<file path="src/rtl/ipv6_tap_pkg.sv">
`default_nettype none
// ----------------------------------------------------------------------------
// ipv6_tap_pkg
// Types and constants shared by the IPv6 text address parser.
// ----------------------------------------------------------------------------
package ipv6_tap_pkg;

    localparam int GROUPS      = 8;
    localparam int GROUP_W     = 16;
    localparam int GIDX_W      = 3;
    localparam int GCNT_W      = 4;
    localparam int DCNT_W      = 3;
    localparam int ADDR_HALF_W = 64;

    localparam logic [7:0]        CHAR_COLON  = 8'h3A;
    localparam logic [DCNT_W-1:0] LONG_DIGITS = 3'd5;

    typedef enum logic [1:0] {
        ST_OK         = 2'd0,
        ST_BAD_CHAR   = 2'd1,
        ST_LONG_GROUP = 2'd2
    } status_t;

    typedef struct packed {
        logic [7:0] char_code;
        logic       last_char;
    } item_t;

    typedef struct packed {
        logic [ADDR_HALF_W-1:0] addr_high;
        logic [ADDR_HALF_W-1:0] addr_low;
        status_t                status;
    } result_t;

    typedef struct packed {
        logic       ok;
        logic [3:0] value;
    } hex_t;

    function automatic hex_t hex_decode(input logic [7:0] c);
        hex_t h;
        h.ok    = 1'b1;
        h.value = 4'd0;
        if (c >= "0" && c <= "9")
        begin
            h.value = 4'(c - 8'd48);
        end
        else if (c >= "a" && c <= "f")
        begin
            h.value = 4'(c - "a" + 8'd10);
        end
        else if (c >= "A" && c <= "F")
        begin
            h.value = 4'(c - "A" + 8'd10);
        end
        else
        begin
            h.ok = 1'b0;
        end
        return h;
    endfunction

endpackage
`default_nettype wire

</file>
<file path="src/rtl/ipv6_text_address_parser.sv">
`default_nettype none
// ----------------------------------------------------------------------------
// ipv6_text_address_parser
// Parses IPv6 address text, one character per word, into a 128-bit address.
// ----------------------------------------------------------------------------
// Takes one ASCII character per cycle; the word flagged tlast closes the
// address, and an output word from the result register carries the
// address and a status (0 ok, 1 bad character, 2 group longer than four
// digits; address zero on error). Each character passes an input register
// and one stage of decode and group logic; a final one also fills the
// result register. Non-final characters never wait on the output side; the
// final one waits only while an unread result sits in the result register.
// ----------------------------------------------------------------------------
module ipv6_text_address_parser
    import ipv6_tap_pkg::*;
(
    input  wire logic         clk,
    input  wire logic         rst_n,
    input  wire logic         s_axis_tvalid,
    output logic              s_axis_tready,
    input  wire logic [7:0]   s_axis_tdata,   // [7:0] char_code
    input  wire logic         s_axis_tlast,   // last_char
    output logic              m_axis_tvalid,
    input  wire logic         m_axis_tready,
    output logic [135:0]      m_axis_tdata    // [63:0] addr_high, [127:64] addr_low,
                                              // [129:128] status, [135:130] zero
);

    item_t   in_item;
    item_t   item;
    logic    fire;
    logic    out_free;
    logic    res_valid;
    result_t res;
    result_t out_res;

    assign in_item.char_code = s_axis_tdata;
    assign in_item.last_char = s_axis_tlast;

    ipv6_tap_in_stage u_in
    (
        .clk      (clk),
        .rst_n    (rst_n),
        .in_valid (s_axis_tvalid),
        .in_ready (s_axis_tready),
        .in_item  (in_item),
        .out_free (out_free),
        .fire     (fire),
        .item     (item)
    );

    ipv6_tap_core u_core
    (
        .clk       (clk),
        .rst_n     (rst_n),
        .fire      (fire),
        .item      (item),
        .res_valid (res_valid),
        .res       (res)
    );

    ipv6_tap_out_stage u_out
    (
        .clk       (clk),
        .rst_n     (rst_n),
        .res_valid (res_valid),
        .res       (res),
        .out_free  (out_free),
        .out_valid (m_axis_tvalid),
        .out_ready (m_axis_tready),
        .out_res   (out_res)
    );

    assign m_axis_tdata = {6'd0, out_res.status, out_res.addr_low, out_res.addr_high};

endmodule
`default_nettype wire

</file>
<file path="src/rtl/ipv6_tap_in_stage.sv">
`default_nettype none
// ----------------------------------------------------------------------------
// ipv6_tap_in_stage
// Input register; one character a cycle to the core unless a last one waits.
// ----------------------------------------------------------------------------
module ipv6_tap_in_stage
    import ipv6_tap_pkg::*;
(
    input  wire logic  clk,
    input  wire logic  rst_n,
    input  wire logic  in_valid,
    output logic       in_ready,
    input  wire item_t in_item,
    input  wire logic  out_free,
    output logic       fire,
    output item_t      item
);

    logic  valid_reg;
    item_t item_reg;

    // last character needs the result register free
    assign fire     = valid_reg && (!item_reg.last_char || out_free);
    assign in_ready = !valid_reg || fire;
    assign item     = item_reg;

    always_ff @(posedge clk or negedge rst_n)
    begin
        if (!rst_n)
        begin
            valid_reg <= 1'b0;
        end
        else if (in_ready)
        begin
            valid_reg <= in_valid;
        end
    end

    always_ff @(posedge clk)
    begin
        if (in_ready && in_valid)
        begin
            item_reg <= in_item;
        end
    end

endmodule
`default_nettype wire

</file>
<file path="src/rtl/ipv6_tap_core.sv">
`default_nettype none
// ----------------------------------------------------------------------------
// ipv6_tap_core
// Group collection state and address assembly for one character a cycle.
// ----------------------------------------------------------------------------
module ipv6_tap_core
    import ipv6_tap_pkg::*;
(
    input  wire logic  clk,
    input  wire logic  rst_n,
    input  wire logic  fire,
    input  wire item_t item,
    output logic       res_valid,
    output result_t    res
);

    typedef struct packed {
        logic              wr_left;
        logic              wr_right;
        logic [GCNT_W-1:0] lc;
        logic [GCNT_W-1:0] rc;
        logic              full;
    } push_t;

    logic [GROUP_W-1:0] left_reg  [GROUPS];
    logic [GROUP_W-1:0] left_next [GROUPS];
    // right groups, most recent at index 0
    logic [GROUP_W-1:0] rq_reg    [GROUPS];
    logic [GROUP_W-1:0] rq_next   [GROUPS];

    logic [GROUP_W-1:0] gv_reg, gv_next;
    logic [DCNT_W-1:0]  dc_reg, dc_next;
    logic [GCNT_W-1:0]  lc_reg, lc_next;
    logic [GCNT_W-1:0]  rc_reg, rc_next;
    logic               cm_reg, cm_next;
    logic               ad_reg, ad_next;
    logic               full_reg, full_next;
    status_t            err_reg, err_next;

    function automatic push_t push_calc(input logic ad, input logic [GCNT_W-1:0] lc,
                                        input logic [GCNT_W-1:0] rc);
        push_t              p;
        logic [GCNT_W:0]    sum;
        p     = '0;
        p.lc  = lc;
        p.rc  = rc;
        sum   = {1'b0, lc} + {1'b0, rc};
        if (ad)
        begin
            if (sum < (GCNT_W+1)'(GROUPS))
            begin
                p.wr_right = 1'b1;
                p.rc       = rc + 1'b1;
                sum        = sum + 1'b1;
            end
            p.full = (sum >= (GCNT_W+1)'(GROUPS - 1));
        end
        else
        begin
            if (lc < GCNT_W'(GROUPS))
            begin
                p.wr_left = 1'b1;
                p.lc      = lc + 1'b1;
            end
            p.full = (p.lc >= GCNT_W'(GROUPS));
        end
        return p;
    endfunction

    always_comb
    begin
        hex_t               dec;
        push_t              pr;
        logic               active;
        logic               stopped;
        logic               do_left;
        logic               do_right;
        logic [GIDX_W-1:0]  widx;
        logic [GROUP_W-1:0] pv;
        logic [GCNT_W:0]    rpos;
        logic [GROUP_W-1:0] w;
        logic [2*ADDR_HALF_W-1:0] addr;

        gv_next   = gv_reg;
        dc_next   = dc_reg;
        lc_next   = lc_reg;
        rc_next   = rc_reg;
        cm_next   = cm_reg;
        ad_next   = ad_reg;
        full_next = full_reg;
        err_next  = err_reg;
        dec       = hex_decode(item.char_code);
        pr        = '0;
        active    = fire && !full_reg && (err_reg == ST_OK);
        stopped   = 1'b0;
        do_left   = 1'b0;
        do_right  = 1'b0;
        widx      = '0;
        pv        = gv_reg;
        addr      = '0;

        if (active)
        begin
            if (item.char_code == CHAR_COLON)
            begin
                if (dc_reg != '0)
                begin
                    pr        = push_calc(ad_reg, lc_reg, rc_reg);
                    do_left   = pr.wr_left;
                    do_right  = pr.wr_right;
                    widx      = lc_reg[GIDX_W-1:0];
                    pv        = gv_reg;
                    lc_next   = pr.lc;
                    rc_next   = pr.rc;
                    full_next = full_reg | pr.full;
                    stopped   = full_next;
                end
                if (!stopped)
                begin
                    if (cm_reg)
                    begin
                        ad_next = 1'b1;
                    end
                    cm_next = 1'b1;
                    gv_next = '0;
                    dc_next = '0;
                end
            end
            else if (!dec.ok)
            begin
                err_next = ST_BAD_CHAR;
            end
            else
            begin
                gv_next = {gv_reg[GROUP_W-5:0], dec.value};
                dc_next = dc_reg + 1'b1;
                cm_next = 1'b0;
                if (dc_next == LONG_DIGITS)
                begin
                    err_next = ST_LONG_GROUP;
                end
            end
        end

        if (fire && item.last_char && !full_next && (err_next == ST_OK) && (dc_next != '0))
        begin
            pr        = push_calc(ad_next, lc_next, rc_next);
            do_left   = pr.wr_left;
            do_right  = pr.wr_right;
            widx      = lc_next[GIDX_W-1:0];
            pv        = gv_next;
            lc_next   = pr.lc;
            rc_next   = pr.rc;
            full_next = full_next | pr.full;
        end

        for (int i = 0; i < GROUPS; i++)
        begin
            left_next[i] = left_reg[i];
            rq_next[i]   = rq_reg[i];
        end
        if (do_left)
        begin
            left_next[widx] = pv;
        end
        if (do_right)
        begin
            rq_next[0] = pv;
            for (int i = 1; i < GROUPS; i++)
            begin
                rq_next[i] = rq_reg[i-1];
            end
        end

        for (int g = 0; g < GROUPS; g++)
        begin
            rpos = {1'b0, rc_next} + (GCNT_W+1)'(g);
            w    = '0;
            if (GCNT_W'(g) < lc_next)
            begin
                w = left_next[g];
            end
            else if (rpos >= (GCNT_W+1)'(GROUPS))
            begin
                w = rq_next[GROUPS-1-g];
            end
            addr[2*ADDR_HALF_W-1-GROUP_W*g -: GROUP_W] = w;
        end
        if (err_next != ST_OK)
        begin
            addr = '0;
        end

        res_valid     = fire && item.last_char;
        res.addr_high = addr[2*ADDR_HALF_W-1:ADDR_HALF_W];
        res.addr_low  = addr[ADDR_HALF_W-1:0];
        res.status    = err_next;

        if (res_valid)
        begin
            gv_next   = '0;
            dc_next   = '0;
            lc_next   = '0;
            rc_next   = '0;
            cm_next   = 1'b0;
            ad_next   = 1'b0;
            full_next = 1'b0;
            err_next  = ST_OK;
        end
    end

    always_ff @(posedge clk or negedge rst_n)
    begin
        if (!rst_n)
        begin
            gv_reg   <= '0;
            dc_reg   <= '0;
            lc_reg   <= '0;
            rc_reg   <= '0;
            cm_reg   <= 1'b0;
            ad_reg   <= 1'b0;
            full_reg <= 1'b0;
            err_reg  <= ST_OK;
        end
        else
        begin
            gv_reg   <= gv_next;
            dc_reg   <= dc_next;
            lc_reg   <= lc_next;
            rc_reg   <= rc_next;
            cm_reg   <= cm_next;
            ad_reg   <= ad_next;
            full_reg <= full_next;
            err_reg  <= err_next;
        end
    end

    always_ff @(posedge clk)
    begin
        for (int i = 0; i < GROUPS; i++)
        begin
            left_reg[i] <= left_next[i];
            rq_reg[i]   <= rq_next[i];
        end
    end

endmodule
`default_nettype wire

</file>
<file path="src/rtl/ipv6_tap_out_stage.sv">
`default_nettype none
// ----------------------------------------------------------------------------
// ipv6_tap_out_stage
// Result register holding one address word until taken.
// ----------------------------------------------------------------------------
module ipv6_tap_out_stage
    import ipv6_tap_pkg::*;
(
    input  wire logic    clk,
    input  wire logic    rst_n,
    input  wire logic    res_valid,
    input  wire result_t res,
    output logic         out_free,
    output logic         out_valid,
    input  wire logic    out_ready,
    output result_t      out_res
);

    logic    valid_reg;
    result_t res_reg;

    assign out_free  = !valid_reg || out_ready;
    assign out_valid = valid_reg;
    assign out_res   = res_reg;

    always_ff @(posedge clk or negedge rst_n)
    begin
        if (!rst_n)
        begin
            valid_reg <= 1'b0;
        end
        else if (out_free)
        begin
            valid_reg <= res_valid;
        end
    end

    always_ff @(posedge clk)
    begin
        if (res_valid)
        begin
            res_reg <= res;
        end
    end

endmodule
`default_nettype wire

</file>
<file path="config.mk">
export PLATFORM = sky130hd
export DESIGN_NAME = ipv6_text_address_parser
export DESIGN_NICKNAME = d
export VERILOG_FILES = /design/src/rtl/ipv6_tap_pkg.sv /design/src/rtl/ipv6_text_address_parser.sv /design/src/rtl/ipv6_tap_in_stage.sv /design/src/rtl/ipv6_tap_core.sv /design/src/rtl/ipv6_tap_out_stage.sv
export SDC_FILE = /design/constraint.sdc
export NUM_CORES = 1
export LEC_CHECK = 0
export BUFFER_PORTS_ARGS = -buffer_cell sky130_fd_sc_hd__buf_2
export CAP_MARGIN = 20
export CORE_MARGIN = 2
export CORE_UTILIZATION = 60
export DETAILED_ROUTE_END_ITERATION = 8
export GPL_TIMING_DRIVEN = 0
export PLACE_DENSITY = 0.8
export SETUP_SLACK_MARGIN = 0.1
export SLEW_MARGIN = 20
export SYNTH_ARGS = -nofsm -noshare
export SYNTH_HDL_FRONTEND = slang
export SYNTH_SLANG_ARGS = --single-unit
</file>
<file path="constraint.sdc">
create_clock -name clk -period 6.8 [get_ports clk]
set_input_delay 0.68 -clock clk [delete_from_list [all_inputs] [get_ports clk]]
set_output_delay 0.68 -clock clk [all_outputs]
set_load 0.05 [all_outputs]
</file>
* Yosys cells after proc, flatten, opt, wreduce, memory -nomap -nowiden
Memories as Yosys holds them, arrays and structs flattened.
Index checks and enable logic that the tools add are counted.
** Word-level totals
- Flip-flop bits (word level) :: 173
- Memory bits (writable) :: 256
- Input port bits :: 13
- Output and inout port bits :: 138
- Logic and storage cells :: 223
- Memories kept :: 2
** Memories
- u_core.left_reg :: words 8, bits a word 16, rd ports 8, clocked after Yosys merged registers in 0, write ports 8, RTL line ipv6_tap_core.sv:25 : logic [GROUP_W-1:0] left_reg [GROUPS];
- u_core.rq_reg :: words 8, bits a word 16, rd ports 8, clocked after Yosys merged registers in 0, write ports 8, RTL line ipv6_tap_core.sv:28 : logic [GROUP_W-1:0] rq_reg [GROUPS];
** Cells by class
- Add/subtract/negate cells :: 21
- Magnitude comparators :: 32
- Equal/unequal tests :: 3
- Multiplexer cells :: 119
- Bitwise gates (word level) :: 3
- Reduce and logical (&&, ||, !) cells :: 28
** Operator list (count)
- $mux W16 :: 23
- $mux W128 :: 2
- $bwmux W128 :: 1
- $mux W4 :: 27
- $demux W16 S3 :: 1
- $mux W1 :: 43
- $mux W5 :: 8
- $ge A5 B4 Y1 const B :: 7
- $mux W3 :: 9
- $add A4 B3 Y5 const B :: 4
- $add A4 B1 Y4 const B :: 4
- $ge A4 B4 Y1 const B :: 4
- $ge A8 B7 Y1 const B :: 2
- $le A8 B7 Y1 const B :: 2
- $lt A3 B4 Y1 const A :: 4
- $logic_and A1 B1 Y1 :: 12
- $sub A4 B1 Y4 const B :: 3
- $add A4 B2 Y5 const B :: 2
- $add A4 B4 Y5 :: 2
- $add A5 B1 Y5 const B :: 2
- $ge A5 B3 Y1 const B :: 2
- $lt A5 B4 Y1 const B :: 2
- $mux W2 :: 5
- $reduce_bool A3 Y1 :: 3
- other kinds (19) :: 32

* Longest topological paths before layout
- Depth in word-level cells :: 30
- Mapped depth :: 23
- Depth with buffers taken out :: 20

* Cells and area by module
From an unflattened synthesis, not the netlist that was laid out.
** Second synthesis, totals
- Cell total of the unflattened synthesis :: 1584
- Area total of the unflattened synthesis :: 17655.7 µm²
** Modules (own cells, without submodules)
- ipv6_tap_core :: instances 1, cells each 1429, area an instance 13314.0 µm²
- ipv6_tap_out_stage :: instances 1, cells each 133, area an instance 3951.3 µm²
- ipv6_tap_in_stage :: instances 1, cells each 15, area an instance 341.6 µm²
- ipv6_text_address_parser :: instances 1, cells each 7, area an instance 48.8 µm²

* Worst setup path before layout
OpenSTA, ideal clock, no wires.
- Path kind :: register -> register
- Start point :: reg u_core.rc_reg[0]
- End point :: reg u_out.res_reg (netlist bit u_out.out_res[39]) (data pin)
- Setup time :: 0.269 ns
- Data arrival time :: 5.528 ns
- Setup slack :: 1.003 ns
- Stages on the path, launching flop included :: 21
- Clock period less this slack :: 5.797 ns
- Cell sequence :: dfrtp_1 -> ha_1 -> fa_1 -> nand2b_1 -> or4b_4 -> a211oi_4 -> nand4_1 -> xor2_1 -> inv_1 -> ha_1 -> or3_1 -> or4b_1 -> nor4b_2 -> or2_2 -> inv_1 -> ha_1 -> a311oi_1 -> a41oi_4 -> a21oi_2 -> buf_4 -> o22ai_1
** Between the ends
- Cells in the longest elaborated chain, start to end :: 30
- Elaborated cells between the ends (all ways) :: 74
- Those cells by class :: add/sub: 6; order compare: 7; mux: 53; bitwise: 2; reduce/logical: 6
** RTL lines
- start, declared :: RTL line ipv6_tap_core.sv:34 : logic [GCNT_W-1:0] rc_reg, rc_next;
- start signal, assigned :: RTL line ipv6_tap_core.sv:230 : rc_reg <= rc_next;
- $add A4 B4 Y5 :: RTL line ipv6_tap_core.sv:47 : sum = {1'b0, lc} + {1'b0, rc};
- $add A5 B1 Y5 / $lt A5 B4 Y1 (equally long branches) :: RTL line ipv6_tap_core.sv:54, ipv6_tap_core.sv:50
- $mux W5 :: RTL line ipv6_tap_core.sv:50 : if (sum < (GCNT_W+1)'(GROUPS))
- $mux W5 :: RTL line ipv6_tap_core.sv:48 : if (ad)
- $mux W5 :: RTL line ipv6_tap_core.sv:106 : if (dc_reg != '0)
- $mux W5 :: RTL line ipv6_tap_core.sv:104 : if (item.char_code == CHAR_COLON)
- $mux W5 :: RTL line ipv6_tap_core.sv:102 : if (active)
- $ge A5 B3 Y1 :: RTL line ipv6_tap_core.sv:56 : p.full = (sum >= (GCNT_W+1)'(GROUPS - 1));
- [... 14 more ...]
- $not A3 Y4 (not written as such) :: RTL line ipv6_tap_core.sv:164 : left_next[widx] = pv;
- $ge A4 B4 Y1 (not written as such) / $lt A4 B1 Y1 (equally long branches) :: RTL line ipv6_tap_core.sv:164
- $logic_and A1 B1 Y1 (not written as such) :: RTL line ipv6_tap_core.sv:164
- $mux W16 (not written as such) :: RTL line ipv6_tap_core.sv:164
- $demux W16 S3 :: RTL line ipv6_tap_core.sv:164
- $bwmux W128 :: RTL line ipv6_tap_core.sv:164
- $mux W128 :: RTL line ipv6_tap_core.sv:162 : if (do_left)
- $mux W16 * :: RTL line ipv6_tap_core.sv:179 : if (GCNT_W'(g) < lc_next)
- end signal, assigned :: RTL line ipv6_tap_out_stage.sv:42 : res_reg <= res;
- end, declared :: RTL line ipv6_tap_out_stage.sv:20 : result_t res_reg;
Mark *: on every way between the ends. The rest lies on a longest branch, timed or not. The select of a mux whose other input is x is not followed.
A chain may end at the register's enable or synchronous reset.

* Worst setup path in the final report
- Start point :: reg u_core.rc_reg[0]
- End point :: reg u_out.res_reg (netlist bit u_out.out_res[81]) (data pin)
The elaborated chain is that of the path after synthesis.

==> reports/metrics.cfg <==
[timing]
finalHoldViolCount = 0
post-route-period-util = 0.928
fin_crit_ns = 6.31
rsz0062_at_grt = no
slew_headroom = 0.460
tns_ns = 0
slew_violations = 0
finalClockSkew_ns = 0.0178
finalSetupViolCount = 0
fmax_ghz = 0.158
max_slew.worst_pin.slew_ns = 0.804

[critical_path]
start_kind = register
slowest_stage = or4b_1
cp-end-kind = register
cpPeakStageDelay_ns = 0.58
critical_path.cell_chain = ha_1 > fa_1 > nand2b_1 > or4b_4 > a211oi_4 > nand4_1 > xor2_2 > inv_1 > ha_1 > or3_1 > or4b_1 > nor4b_2 > or2_2 > inv_1 > ha_1 > nor2b_1 > a41oi_4 > o211ai_4 > buf_6 > o22ai_1
crit_type = reg -> reg
critical_path_arrival_ns = 6.57
crit_required_ns = 7.05
cp_max_fo = 10
crit_path_frequent_cell = ha_1

[logic_synthesis]
yosys-top-cells-area = dfxtp_1, edfxtp_1, mux2i_1
synth-xor-area-share = 0.00813
synth_edf_count = 139
synth_warnings = 0
muxShareOfSynthArea = 0.144
ys_ff_latch = 429
synth_top_area_cell = dfxtp_1
synth_top_family_by_area = multiplexers
yosysTopAreaCellShare = 0.285
synth_flop_cell = dfxtp_1
synth.avg_cell_area_um2 = 11.5
synthAdderAreaFrac = 0.0150
yosysSeqAreaShare = 0.564
synth_compound_area_frac = 0.110
async_flop_share = 0.0793
synth.distinct_cells = 92
syn_area_mm2 = 0.0180
yosys.area_share.simple = 0.0963
syn_inst = 1565

[drt]
vias = 12700
drc = 0
viasPerCell = 5.81
post_drt_wl_per_cell_um = 20.5
drt_iter0_markers = 1026
dr.pass1.iters = 5
antenna_left = 0
drt_wl_total_mm = 44.8

[floorplanning]
core_mm2 = 0.0296
dieArea_mm2 = 0.0314
start_util = 0.609
die_w_um = 177
die_h_um = 177
placementRows = 63
io_pins = 151

[cts]
numCtsBuffers = 42
clk_pin_slew_ns = 0.06
clockRootBuffer = clkbuf_16
cts_sinks = 429
clk_path_buf_depth = 3
ctsHtreeMaxLevel = 2
insertion_delay_ns = 0.55
cts_tree = built

[final_layout]
nets = 1798
final_layout_size_suffix_gt1_frac = 0.218
syn_to_final_growth_pct = 14.9
fill_cells = 2134
fin_util = 0.700
final_cell_mix = dfxtp_1, buf_2, inv_1
largest_reg_flops = 130
layout_commonest_cell = dfxtp_1

[global_route]
grt_overflow = 0
grt_pass1_vias = 12500
grt_first_pass_wirelength_mm = 69.0
grt_max_degree = 61
grtUsageTotal = 0.285
grt_antenna_before_repair = 1

[min_path]
worstHoldPathType = in -> async

[status]
outcome = completed

[run]
maxCapViolCount = 0

[power]
ir_drop_v = 0.000206
power_density_mw_per_mm2 = 267
p_leak_nw = 10.2

[placement]
io_buffers = 144
gp_congestion = 0.885
place_hpwl_mm = 33.4

## path summary, 6_finish.rpt
path / startpoint / end / slack [ns] / depth (start not counted)
max reg2reg: u_core.rc_reg[0] / u_out.out_res[81] / 0.49 / 20
max: u_core.rc_reg[0] / u_out.out_res[81] / 0.49 / 20
min: rst_n / u_core.gv_reg[14] / 0.22 / 1
max in group asynchronous: rst_n / u_core.lc_reg[1] / 6.05 / 1
min in group clk: s_axis_tdata[3] / u_in.item[4] / 0.31 / 1
min reg2reg: u_core.rq_reg[1][55] / u_core.rq_reg[1][55] / 0.44 / 2
## cell type report
| class | count | area, µm² | area share |
|---|---|---|---|
| diodes | 1 | 2.50 | 0.000121 |
| flip-flops and latches | 429 | 10100 | 0.491 |
| multi-input cells | 892 | 6780 | 0.328 |
| well taps | 390 | 488 | 0.0236 |
| clock buffers | 66 | 1260 | 0.0608 |
| inverters | 166 | 623 | 0.0301 |
| repair buffers | 150 | 806 | 0.0390 |
| clock inverters | 11 | 71.3 | 0.00345 |
| plain buffers | 83 | 495 | 0.0240 |
## report_power, final
part / switching [mW] / internal, mW / leakage (nW) / total [mW]
Sequential: 0.0350 / 2.72 / 3.87 / 2.75
Combinational: 0.389 / 0.133 / 5.65 / 0.522
Clock: 0.965 / 1.28 / 0.659 / 2.24
Total: 1.39 / 4.13 / 10.2 / 5.52
## cells by family after synthesis
| family | after synthesis |
|---|---|
| flip-flops | 429 |
| AND/OR/NAND/NOR | 338 |
| AO/OA/AOI/OAI | 265 |
| buffers and inverters | 249 |
| multiplexers | 247 |
| adder cells (fa/ha/maj) | 21 |
| XOR/XNOR | 15 |
| other | 1 |
## metal layers
metal / global-route usage / vias up / part of all wire / wire length [µm]
li1: - / 6006 / - / -
met2: 0.476 / 468 / 0.48 / 21300
met4: 0.0954 / 0 / 0.028 / 1270
met3: 0.0380 / 86 / 0.057 / 2530
met1: 0.384 / 6147 / 0.44 / 19700
met5: 0 / - / 0 / 0
## Yosys cell counts (all sizes together), types with 20 or more instances
master and instances:
dfxtp 256, inv 165, mux2i 164, edfxtp 139, nand2 96, nor2 90
mux2 83, o22ai 81, nand3 63, buf 55, a21oi 37, dfrtp 34
o32ai 32, clkbuf 28, and2 22, ha 20
## timing repair
item / CTS / global route
hold buffers: 0 / 0
endpoints found under the setup margin: 13 / 53
pin swaps: 1 / 1
buffers inserted: 1 / 3
hold endpoints to repair: 0 / 0
gates resized for setup: 0 / 4
## critical path: cells and delay by family, from the launching register on
family                     cells  cell delay [ns]
AOI/OAI and AO/OA              4             1.04
and+or+nand+nor                8             2.63
buffers and inverters          3             0.39
xor gates and xnor gates       1             0.22
DFF                            1             0.46
adders and majority gates      4             1.26
## through the flow
| step | hold WS [ns] | total power, mW | cell area [µm²] | cells | worst slack (ns) |
|---|---|---|---|---|---|
| after detailed placement | 0.429 | 3.32 | 19300 | 2106 | 0.0256 |
| after global placement | 0.426 | 3.31 | 19200 | 2104 | -0.961 |
| final | 0.225 | 5.52 | 20700 | 2188 | 0.487 |
| after floorplan | 0.384 | 3.19 | 18000 | 1570 | 1.00 |
| after global routing | 0.289 | 5.68 | 20700 | 2187 | 0.150 |
| after CTS | 0.244 | 5.52 | 20600 | 2184 | 0.169 |
(Power assumes the default switching activity.)
